`src/rtl/ostb_pkg.sv`:
```
// ----------------------------------------------------------------------------
// ostb_pkg
// Shared types and constants of the one-shot timer bank: opcodes, the
// stored timer entry and the command/status groups between controller
// and datapath.
// ----------------------------------------------------------------------------
`default_nettype none

package ostb_pkg;

  // Field widths
  localparam int OP_W   = 3;
  localparam int IDX_FW = 8;
  localparam int TICK_W = 32;

  // Opcodes
  localparam logic [OP_W-1:0] OP_ARM     = 3'd0;
  localparam logic [OP_W-1:0] OP_RESTART = 3'd1;
  localparam logic [OP_W-1:0] OP_CLEAR   = 3'd2;
  localparam logic [OP_W-1:0] OP_SCAN    = 3'd3;
  localparam logic [OP_W-1:0] OP_QUERY   = 3'd4;

  // Most results one scan may report
  localparam int MAX_RESULTS = 16;
  localparam int RES_CNT_W   = $clog2(MAX_RESULTS);

  // One stored timer
  typedef struct packed {
    logic [TICK_W-1:0] start_tick;
    logic [TICK_W-1:0] deadline_tick;
    logic [TICK_W-1:0] reload_ticks;
  } ostb_entry_t;

  // Controller to datapath
  typedef struct packed {
    logic accept;     // latch item, issue first entry read
    logic single_go;  // execute non-scan op and load its result
    logic scan_step;  // evaluate current timer, advance
    logic final_go;   // load closing scan result
  } ostb_cmd_t;

  // Datapath to controller
  typedef struct packed {
    logic in_scan;    // offered item is a scan
    logic hit;        // current timer is armed and expired
    logic at_end;     // current timer is the last one
    logic cap;        // this hit reaches the result limit
    logic pend_valid; // a fired result is held back
    logic out_free;   // output register can take a result now
  } ostb_sts_t;

endpackage

`default_nettype wire

```
`src/rtl/ostb_ctrl.sv`:
```
// ----------------------------------------------------------------------------
// ostb_ctrl
// Sequencer of the timer bank: takes one item, runs a single-entry operation
// or scans the bank one timer per cycle while no held-back result is stalled.
// ----------------------------------------------------------------------------
`default_nettype none

module ostb_ctrl (
  input  wire logic               clk,
  input  wire logic               rst_n,
  input  wire logic               in_valid,
  output logic                    in_stall,
  input  wire ostb_pkg::ostb_sts_t sts,
  output ostb_pkg::ostb_cmd_t     cmd
);

  typedef enum logic [3:0] {
    ST_IDLE   = 4'b0001,
    ST_SINGLE = 4'b0010,
    ST_SCAN   = 4'b0100,
    ST_FINAL  = 4'b1000
  } state_t;

  state_t state_r, state_nxt;

  // Take an item only from idle
  assign in_stall = (state_r != ST_IDLE);

  // Next state and commands
  always_comb begin
    state_nxt = state_r;
    cmd       = '0;
    unique case (state_r)
      ST_IDLE: begin
        if (in_valid) begin
          cmd.accept = 1'b1;
          state_nxt  = sts.in_scan ? ST_SCAN : ST_SINGLE;
        end
      end
      ST_SINGLE: begin
        if (sts.out_free) begin
          cmd.single_go = 1'b1;
          state_nxt     = ST_IDLE;
        end
      end
      ST_SCAN: begin
        // hold only when a held-back result must go out and cannot
        if (!(sts.hit && sts.pend_valid && !sts.out_free)) begin
          cmd.scan_step = 1'b1;
          if ((sts.hit && sts.cap) || sts.at_end) begin
            state_nxt = ST_FINAL;
          end
        end
      end
      ST_FINAL: begin
        if (sts.out_free) begin
          cmd.final_go = 1'b1;
          state_nxt    = ST_IDLE;
        end
      end
      default: state_nxt = ST_IDLE;
    endcase
  end

  always_ff @(posedge clk) begin
    if (!rst_n) begin
      state_r <= ST_IDLE;
    end else begin
      state_r <= state_nxt;
    end
  end

endmodule

`default_nettype wire

```
`src/rtl/ostb_dp.sv`:
```
// ----------------------------------------------------------------------------
// ostb_dp
// Datapath of the timer bank: item registers, armed flags, entry memory
// with a registered read port, scan counters and the result register.
// ----------------------------------------------------------------------------
`default_nettype none

module ostb_dp #(
  parameter int NUM_TIMERS = 16
) (
  input  wire logic                          clk,
  input  wire logic                          rst_n,
  input  wire ostb_pkg::ostb_cmd_t           cmd,
  output ostb_pkg::ostb_sts_t                sts,
  input  wire logic [ostb_pkg::OP_W-1:0]     in_opcode,
  input  wire logic [ostb_pkg::IDX_FW-1:0]   in_timer_index,
  input  wire logic [ostb_pkg::TICK_W-1:0]   in_timeout_ticks,
  input  wire logic [ostb_pkg::TICK_W-1:0]   in_current_tick,
  input  wire logic                          out_stall,
  output logic                               out_valid,
  output logic                               out_status,
  output logic                               out_is_active,
  output logic                               out_fired,
  output logic [ostb_pkg::IDX_FW-1:0]        out_fired_timer,
  output logic                               out_last
);

  localparam int IDX_W = (NUM_TIMERS > 1) ? $clog2(NUM_TIMERS) : 1;

  // Item registers
  logic [ostb_pkg::OP_W-1:0]   op_r;
  logic                        ok_r;
  logic [IDX_W-1:0]            t_r;
  logic [ostb_pkg::TICK_W-1:0] tmo_r;
  logic [ostb_pkg::TICK_W-1:0] cur_r;

  // Timer state
  logic [NUM_TIMERS-1:0]       armed_r;
  ostb_pkg::ostb_entry_t       mem [NUM_TIMERS];
  ostb_pkg::ostb_entry_t       rd_r;

  // Scan state
  logic [IDX_W-1:0]                 scan_idx_r;
  logic [ostb_pkg::RES_CNT_W-1:0]   cnt_r;
  logic                             pend_vld_r;
  logic [IDX_W-1:0]                 pend_idx_r;

  // Result register
  logic                        out_valid_r;
  logic                        status_r;
  logic                        active_r;
  logic                        fired_r;
  logic [ostb_pkg::IDX_FW-1:0] fired_idx_r;
  logic                        last_r;

  // Decode of the offered item
  logic             in_ok;
  logic [IDX_W-1:0] in_t;
  logic             in_scan;

  assign in_ok   = (in_timer_index < ostb_pkg::IDX_FW'(NUM_TIMERS));
  assign in_t    = in_ok ? in_timer_index[IDX_W-1:0] : '0;
  assign in_scan = (in_opcode == ostb_pkg::OP_SCAN);

  // Expiry of the timer under scan, wrap aware
  logic at_end, cur_armed, expired, hit, out_free;
  logic [ostb_pkg::TICK_W-1:0] s_tick, d_tick;

  assign s_tick    = rd_r.start_tick;
  assign d_tick    = rd_r.deadline_tick;
  assign at_end    = (scan_idx_r == IDX_W'(NUM_TIMERS - 1));
  assign cur_armed = armed_r[scan_idx_r];
  assign expired   = (s_tick > d_tick) ? ((cur_r < s_tick) && (cur_r >= d_tick))
                                       : ((cur_r < s_tick) || (cur_r >= d_tick));
  assign hit       = cur_armed && expired;
  assign out_free  = !out_valid_r || !out_stall;

  always_comb begin
    sts.in_scan    = in_scan;
    sts.hit        = hit;
    sts.at_end     = at_end;
    sts.cap        = (cnt_r == ostb_pkg::RES_CNT_W'(ostb_pkg::MAX_RESULTS - 1));
    sts.pend_valid = pend_vld_r;
    sts.out_free   = out_free;
  end

  // Read port address: addressed timer or first timer on accept, next timer in scan
  logic             rd_en;
  logic [IDX_W-1:0] rd_addr;

  assign rd_en   = cmd.accept || (cmd.scan_step && !at_end);
  assign rd_addr = cmd.accept ? (in_scan ? '0 : in_t) : (scan_idx_r + IDX_W'(1));

  // Operation effects and result selection
  logic                        armed_t;
  logic                        wr_en;
  ostb_pkg::ostb_entry_t       wr_data;
  logic                        arm_set, arm_clr, scan_clr;
  logic                        push, push_status, push_active, push_fired, push_last;
  logic [ostb_pkg::IDX_FW-1:0] push_idx;

  assign armed_t = armed_r[t_r];

  always_comb begin
    wr_en       = 1'b0;
    wr_data     = rd_r;
    arm_set     = 1'b0;
    arm_clr     = 1'b0;
    scan_clr    = 1'b0;
    push        = 1'b0;
    push_status = 1'b0;
    push_active = 1'b0;
    push_fired  = 1'b0;
    push_idx    = '0;
    push_last   = 1'b0;
    if (cmd.single_go) begin
      push      = 1'b1;
      push_last = 1'b1;
      unique case (op_r)
        ostb_pkg::OP_ARM: begin
          push_status = !ok_r;
          if (ok_r && (tmo_r != '0)) begin
            wr_en   = 1'b1;
            wr_data = '{start_tick: cur_r, deadline_tick: cur_r + tmo_r,
                        reload_ticks: tmo_r};
            arm_set = 1'b1;
          end else if (ok_r) begin
            arm_clr = 1'b1;
          end
        end
        ostb_pkg::OP_RESTART: begin
          push_status = !ok_r;
          if (ok_r && armed_t) begin
            wr_en   = 1'b1;
            wr_data = '{start_tick: cur_r, deadline_tick: cur_r + rd_r.reload_ticks,
                        reload_ticks: rd_r.reload_ticks};
          end
        end
        ostb_pkg::OP_CLEAR: begin
          push_status = !ok_r;
          arm_clr     = ok_r;
        end
        ostb_pkg::OP_QUERY: begin
          push_status = !ok_r;
          push_active = ok_r && armed_t;
        end
        default: ;
      endcase
    end else if (cmd.scan_step) begin
      // release the held-back result once a later one is known
      if (hit) begin
        scan_clr   = 1'b1;
        push       = pend_vld_r;
        push_fired = 1'b1;
        push_idx   = ostb_pkg::IDX_FW'(pend_idx_r);
      end
    end else if (cmd.final_go) begin
      push       = 1'b1;
      push_last  = 1'b1;
      push_fired = pend_vld_r;
      push_idx   = pend_vld_r ? ostb_pkg::IDX_FW'(pend_idx_r) : '0;
    end
  end

  // Entry memory with registered read
  always_ff @(posedge clk) begin
    if (wr_en) begin
      mem[t_r] <= wr_data;
    end
    if (rd_en) begin
      rd_r <= mem[rd_addr];
    end
  end

  // Latch the accepted item
  always_ff @(posedge clk) begin
    if (cmd.accept) begin
      op_r  <= in_opcode;
      ok_r  <= in_ok;
      t_r   <= in_t;
      tmo_r <= in_timeout_ticks;
      cur_r <= in_current_tick;
    end
  end

  // Armed flags
  always_ff @(posedge clk) begin
    if (!rst_n) begin
      armed_r <= '0;
    end else begin
      if (arm_set) begin
        armed_r[t_r] <= 1'b1;
      end
      if (arm_clr) begin
        armed_r[t_r] <= 1'b0;
      end
      if (scan_clr) begin
        armed_r[scan_idx_r] <= 1'b0;
      end
    end
  end

  // Scan walk, hit count and held-back result
  always_ff @(posedge clk) begin
    if (!rst_n) begin
      scan_idx_r <= '0;
      cnt_r      <= '0;
      pend_vld_r <= 1'b0;
    end else if (cmd.accept) begin
      scan_idx_r <= '0;
      cnt_r      <= '0;
      pend_vld_r <= 1'b0;
    end else if (cmd.scan_step) begin
      if (!at_end) begin
        scan_idx_r <= scan_idx_r + IDX_W'(1);
      end
      if (hit) begin
        cnt_r      <= cnt_r + ostb_pkg::RES_CNT_W'(1);
        pend_vld_r <= 1'b1;
        pend_idx_r <= scan_idx_r;
      end
    end else if (cmd.final_go) begin
      pend_vld_r <= 1'b0;
    end
  end

  // Result register: load on push, drop after transfer
  always_ff @(posedge clk) begin
    if (!rst_n) begin
      out_valid_r <= 1'b0;
    end else if (push) begin
      out_valid_r <= 1'b1;
    end else if (!out_stall) begin
      out_valid_r <= 1'b0;
    end
  end

  always_ff @(posedge clk) begin
    if (push) begin
      status_r    <= push_status;
      active_r    <= push_active;
      fired_r     <= push_fired;
      fired_idx_r <= push_idx;
      last_r      <= push_last;
    end
  end

  assign out_valid       = out_valid_r;
  assign out_status      = status_r;
  assign out_is_active   = active_r;
  assign out_fired       = fired_r;
  assign out_fired_timer = fired_idx_r;
  assign out_last        = last_r;

endmodule

`default_nettype wire

```
`src/rtl/one_shot_timer_bank.sv`:
```
// Bank of NUM_TIMERS one-shot timers clocked by a wrapping 32-bit tick that
// arrives with every command. One command is in the block at a time. Arm,
// restart, clear and query are taken, then executed once the result
// register is free, and give one result. Scan walks the timers through the
// single read port of the entry memory, one timer per cycle unless a
// held-back result waits on a stalled output, and gives one result per
// expired timer (at most 16, in index order) or a single no-fire result;
// the last one carries out_last. The result register lets a finished
// result wait while the next command is taken.
// ----------------------------------------------------------------------------
// one_shot_timer_bank
// Top level: controller and datapath of the one-shot timer bank.
// ----------------------------------------------------------------------------
`default_nettype none

module one_shot_timer_bank #(
  parameter int NUM_TIMERS = 16
) (
  input  wire logic                        clk,
  input  wire logic                        rst_n,
  input  wire logic                        in_valid,
  output logic                             in_stall,
  input  wire logic [ostb_pkg::OP_W-1:0]   in_opcode,
  input  wire logic [ostb_pkg::IDX_FW-1:0] in_timer_index,
  input  wire logic [ostb_pkg::TICK_W-1:0] in_timeout_ticks,
  input  wire logic [ostb_pkg::TICK_W-1:0] in_current_tick,
  output logic                             out_valid,
  input  wire logic                        out_stall,
  output logic                             out_status,
  output logic                             out_is_active,
  output logic                             out_fired,
  output logic [ostb_pkg::IDX_FW-1:0]      out_fired_timer,
  output logic                             out_last
);

  ostb_pkg::ostb_cmd_t cmd;
  ostb_pkg::ostb_sts_t sts;

  ostb_ctrl u_ctrl (
    .clk      (clk),
    .rst_n    (rst_n),
    .in_valid (in_valid),
    .in_stall (in_stall),
    .sts      (sts),
    .cmd      (cmd)
  );

  ostb_dp #(
    .NUM_TIMERS (NUM_TIMERS)
  ) u_dp (
    .clk              (clk),
    .rst_n            (rst_n),
    .cmd              (cmd),
    .sts              (sts),
    .in_opcode        (in_opcode),
    .in_timer_index   (in_timer_index),
    .in_timeout_ticks (in_timeout_ticks),
    .in_current_tick  (in_current_tick),
    .out_stall        (out_stall),
    .out_valid        (out_valid),
    .out_status       (out_status),
    .out_is_active    (out_is_active),
    .out_fired        (out_fired),
    .out_fired_timer  (out_fired_timer),
    .out_last         (out_last)
  );

endmodule

`default_nettype wire

```
`config.mk`:
```
export PLATFORM = sky130hd
export DESIGN_NAME = one_shot_timer_bank
export DESIGN_NICKNAME = d
export VERILOG_FILES = /design/src/rtl/ostb_pkg.sv /design/src/rtl/ostb_ctrl.sv /design/src/rtl/ostb_dp.sv /design/src/rtl/one_shot_timer_bank.sv
export SDC_FILE = /design/constraint.sdc
export NUM_CORES = 2
export LEC_CHECK = 0
export BUFFER_PORTS_ARGS = -buffer_cell sky130_fd_sc_hd__buf_2
export CAP_MARGIN = 0
export CORE_UTILIZATION = 40
export CTS_CLUSTER_DIAMETER = 200
export DETAILED_ROUTE_END_ITERATION = 10
export GPL_TIMING_DRIVEN = 1
export PLACE_DENSITY = 0.63
export SYNTH_ARGS = -nofsm -noshare
export SYNTH_HDL_FRONTEND = slang
export SYNTH_SLANG_ARGS = --single-unit
```
`constraint.sdc`:
```
create_clock -name clk -period 8.9 [get_ports clk]
set_input_delay 0.445 -clock clk [delete_from_list [all_inputs] [get_ports clk]]
set_output_delay 0.445 -clock clk [all_outputs]
set_load 0.01 [all_outputs]
```
==> results.yml <==
run_status:
  status: "completed"
final_layout:
  nets: 6009
  fin_cells: 8403
  nFillCells: 16440
  area_growth_pct: 12.73
  multi_input_area_mm2: 0.02089
  layout-drive-gt1-share_pct: 8.696
  register_area_mm2: 0.05213
global_route:
  antenna_found_initial: 20
  grt_max_degree: 166
  grt_pass1_vias: 44870
  grt.overflow.total: 0
  grt_pass1_wl_um: 302900
  track_usage_pct: 21.78
detailed_routing:
  drcViolationCount: 0
  ant_nets: 0
  wl_per_cell_um: 24.81
  vias_per_cell: 5.652
  totalWireLength_um: 208500
  dr.pass1.iters: 6
  vias: 47490
  drtIter0Drc: 5129
setup_path:
  critPathCapture: "u_dp.d_tick[22]$_DFFE_PP_"
  startpoint: "u_dp.cur_r[13]$_DFFE_PP_"
  required_ps: 9310
  r2r-end: "u_dp.d_tick[22]$_DFFE_PP_"
  cpPeakStageDelay_ps: 750
  worstSetupPathType: "register to register"
  crit_path_end_kind: "register"
  worstReg2RegStart: "u_dp.cur_r[13]$_DFFE_PP_"
  rr_worst_depth: 11
  path_cells: "ha_1 > a21oi_1 > o21ai_0 > a221oi_1 > o211ai_1 > o21ai_0 > a211oi_1 > nor3b_4 > nand2_1 > nand2_4 > buf_4"
  r2r_slack_ps: 3630
  cp_slowest_cell: "buf_4"
  cp-start-kind: "register"
  cpMostUsedCell: "o21ai_0"
  critPathArrivalTime_ps: 5680
  crit_fanout: 52
sta:
  setup_tns_ps: 0
  clock_skew_ps: 48.24
  slew_headroom_pct: 10.93
  setup_viol: 0
  worst_pin_slew_ps: 1327
  fin_crit_sh_pct: 59.18
  timing.final.ws_setup_ps: 3633
  hold_viol: 0
  rsz0062_at_grt: "false"
  timing.fmax_mhz: 189.8
  hold_ws_ps: 72.58
  slew_viol_final: 0
  period_minus_slack_ps: 5267
placed_design:
  io_buffer_count: 88
  gp_congestion: 0.9307
  dp_slack_ps: 3696
  hpwlAfterDp_um: 112600
  placed_cells: 7995
hold_path:
  min_path_cells: 2
  hp-class: "primary input to register"
yosys:
  synth_compound_gate_area_share_pct: 8.551
  yosys-top-cells-count: "1716 x edfxtp_1, 1349 x nand2_1, 303 x a211oi_1, 296 x and3_1, 220 x nand3_1"
  ys_ff_latch: 1746
  synth_fa_ha_area_share_pct: 2.782
  synth_ff_type: "edfxtp_1"
  yosys_warnings: 0
  synth_edf_count: 1716
  yosys.area_share.simple_pct: 12.34
  synth_top_family_by_area: "simple AND/OR/NAND/NOR gates"
  synth_mux_area_share_pct: 3.430
  synth_xor_xnor_area_share_pct: 0.5982
  syn_inst: 5673
  synth_cell_types: 81
  synth.avg_cell_area_um2: 13.16
  synth.most_common_cell: "edfxtp_1"
  async_reset_ff_share_pct: 0
  yosysTopAreaCellShare_pct: 69.01
  ys_top_cells_by_area: "edfxtp_1 69%, nand2_1 6.8%, a211oi_1 3.0%, ha_1 2.7%, mux2i_1 2.6%"
  synth_top_area_cell: "edfxtp_1"
  syn-cell-area_mm2: 0.07467
  yosysSeqAreaShare_pct: 69.81
power_and_ir_drop:
  peakVddDrop_v: 0.0002046
  p_leak_nw: 29.66
  finalPower_mw: 19.13
  p_per_area_mw_per_mm2: 227.3
floorplan:
  coreArea_mm2: 0.1854
  die_y_um: 434.1
  rows: 158
  initial_core_util_pct: 40.27
  io_pins: 93
  dieArea_mm2: 0.1884
  die_w_um: 434.1
clocking:
  cts.clk_slew.worst_paths_ps: 60
  cts_tree: "done"
  cts-hold-fix-buffers: 71
  clockBufferDepth: 3
  cts_made_buffers: 178
  cts-resized-gates: 0
  post-cts-setup-buffers: 0
  clock-root-buffer: "clkbuf_16"
  htree_levels: 4
  clk_latency_ps: 820
  cts.sink_count: 1746
flow_run:
  cap_viol_max_count: 0
[routing by layer]
layer  up-vias  part of all wire, %  track usage, %
met5         -               0.0038               0
met1     23770                   43           30.85
li1      21510                    -               -
met4         2                  3.7           8.156
met2      1893                   46           34.10
met3       319                  6.8           2.977
[worst min path at each step]
stage | from | end | slack [ps]
after global routing | in_timer_index[2] | u_dp.t_r[2]$_DFFE_PP_ | 30
final | in_timer_index[2] | u_dp.t_r[2]$_DFFE_PP_ | 70
after detailed placement | u_dp.pend_idx_r[3]$_DFFE_PP_ | u_dp.out_fired_timer[3]$_SDFFCE_PP0P_ | 520
after global placement | u_dp.cnt_r[1]$_SDFFE_PP0P_ | u_dp.cnt_r[1]$_SDFFE_PP0P_ | 500
after floorplan | u_dp.scan_idx_r[3]$_SDFFE_PP0P_ | u_dp.pend_idx_r[3]$_DFFE_PP_ | 440
after CTS | in_timer_index[2] | u_dp.t_r[2]$_DFFE_PP_ | 10
[critical path, delay by kind of cell, from the launching register on]
kind | cells | cell delay (ps)
AOI/OAI and AO/OA | 6 | 1920
adders and majority gates | 1 | 340
buffers and inverters | 1 | 750
DFF | 1 | 500
and+or+nand+nor | 3 | 1220
[logic make-up after synthesis]
family | Yosys count
and+or+nand+nor | 2086
adders and majority gates | 165
DFF | 1746
muxes | 238
xor gates and xnor gates | 51
buffers and inverters | 427
AOI/OAI and AO/OA | 959
other | 1
[flip-flops by register name, summed over array words and instances, names as in the netlist, 3 cells and up]
register	flops
u_dp.rd_r	32
u_dp.s_tick	32
u_dp.armed_r	16
u_dp.tmo_r	32
u_dp.cur_r	32
u_dp.cnt_r	4
u_ctrl.state_r	4
u_dp.t_r	4
u_dp.mem	1536
u_dp.pend_idx_r	4
u_dp.op_r	3
u_dp.d_tick	32
u_dp.out_fired_timer	4
u_dp.scan_idx_r	4
[power by group]
group / leakage, nW / total [mW] / switching, mW / internal, mW
combinational: 11.2 / 2.34 / 1.62 / 0.718
clock: 2.72 / 7.25 / 3.18 / 4.08
sequential: 15.7 / 9.54 / 0.120 / 9.42
total: 29.7 / 19.1 / 4.91 / 14.2
[stage by stage]
step	util (%)	cell area (um2)
global placement	41.96	77820
floorplan	-	74680
finish	45.39	84170
global route	45.39	84160
CTS	45.38	84140
detailed placement	41.96	77820
[placed cells by master, fill, tap and decap left out, types with 11 or more instances in the layout]
master	synthesis	layout
a211oi_1	303	303
a21o_1	42	42
a21oi_1	194	192
a22oi_1	23	23
a31oi_1	208	208
and2_1	14	13
and3_1	296	296
buf_12	0	17
buf_2	134	88
buf_4	16	82
bufinv_16	0	12
clkbuf_1	185	50
clkbuf_16	0	179
clkinv_1	0	35
clkinv_2	0	27
dfxtp_1	30	30
diode_2	0	12
dlygate4sd3_1	0	71
edfxtp_1	1716	1716
ha_1	162	162
inv_1	79	78
mux2_2	31	31
mux2i_1	197	197
nand2_1	1349	1347
nand2b_1	16	16
nand3_1	220	220
nand4_1	27	27
nor2_1	88	72
nor2_4	0	16
nor2b_1	18	18
nor3_1	21	21
nor4_1	12	11
o211ai_1	13	13
o21ai_0	75	69
o221ai_1	20	20
xnor2_1	27	27
xor2_1	24	24
[cell type report]
| class | instances | share of cell area, % |
|---|---|---|
| inverter | 79 | 0.3538 |
| tap | 2480 | 3.686 |
| clock buffer | 229 | 5.544 |
| sequential | 1746 | 61.93 |
| antenna | 12 | 0.03568 |
| timing repair buffer | 258 | 2.503 |
| clock inverter | 96 | 1.128 |
| multi-input combinational | 3503 | 24.82 |
(Power assumes the default switching activity.)
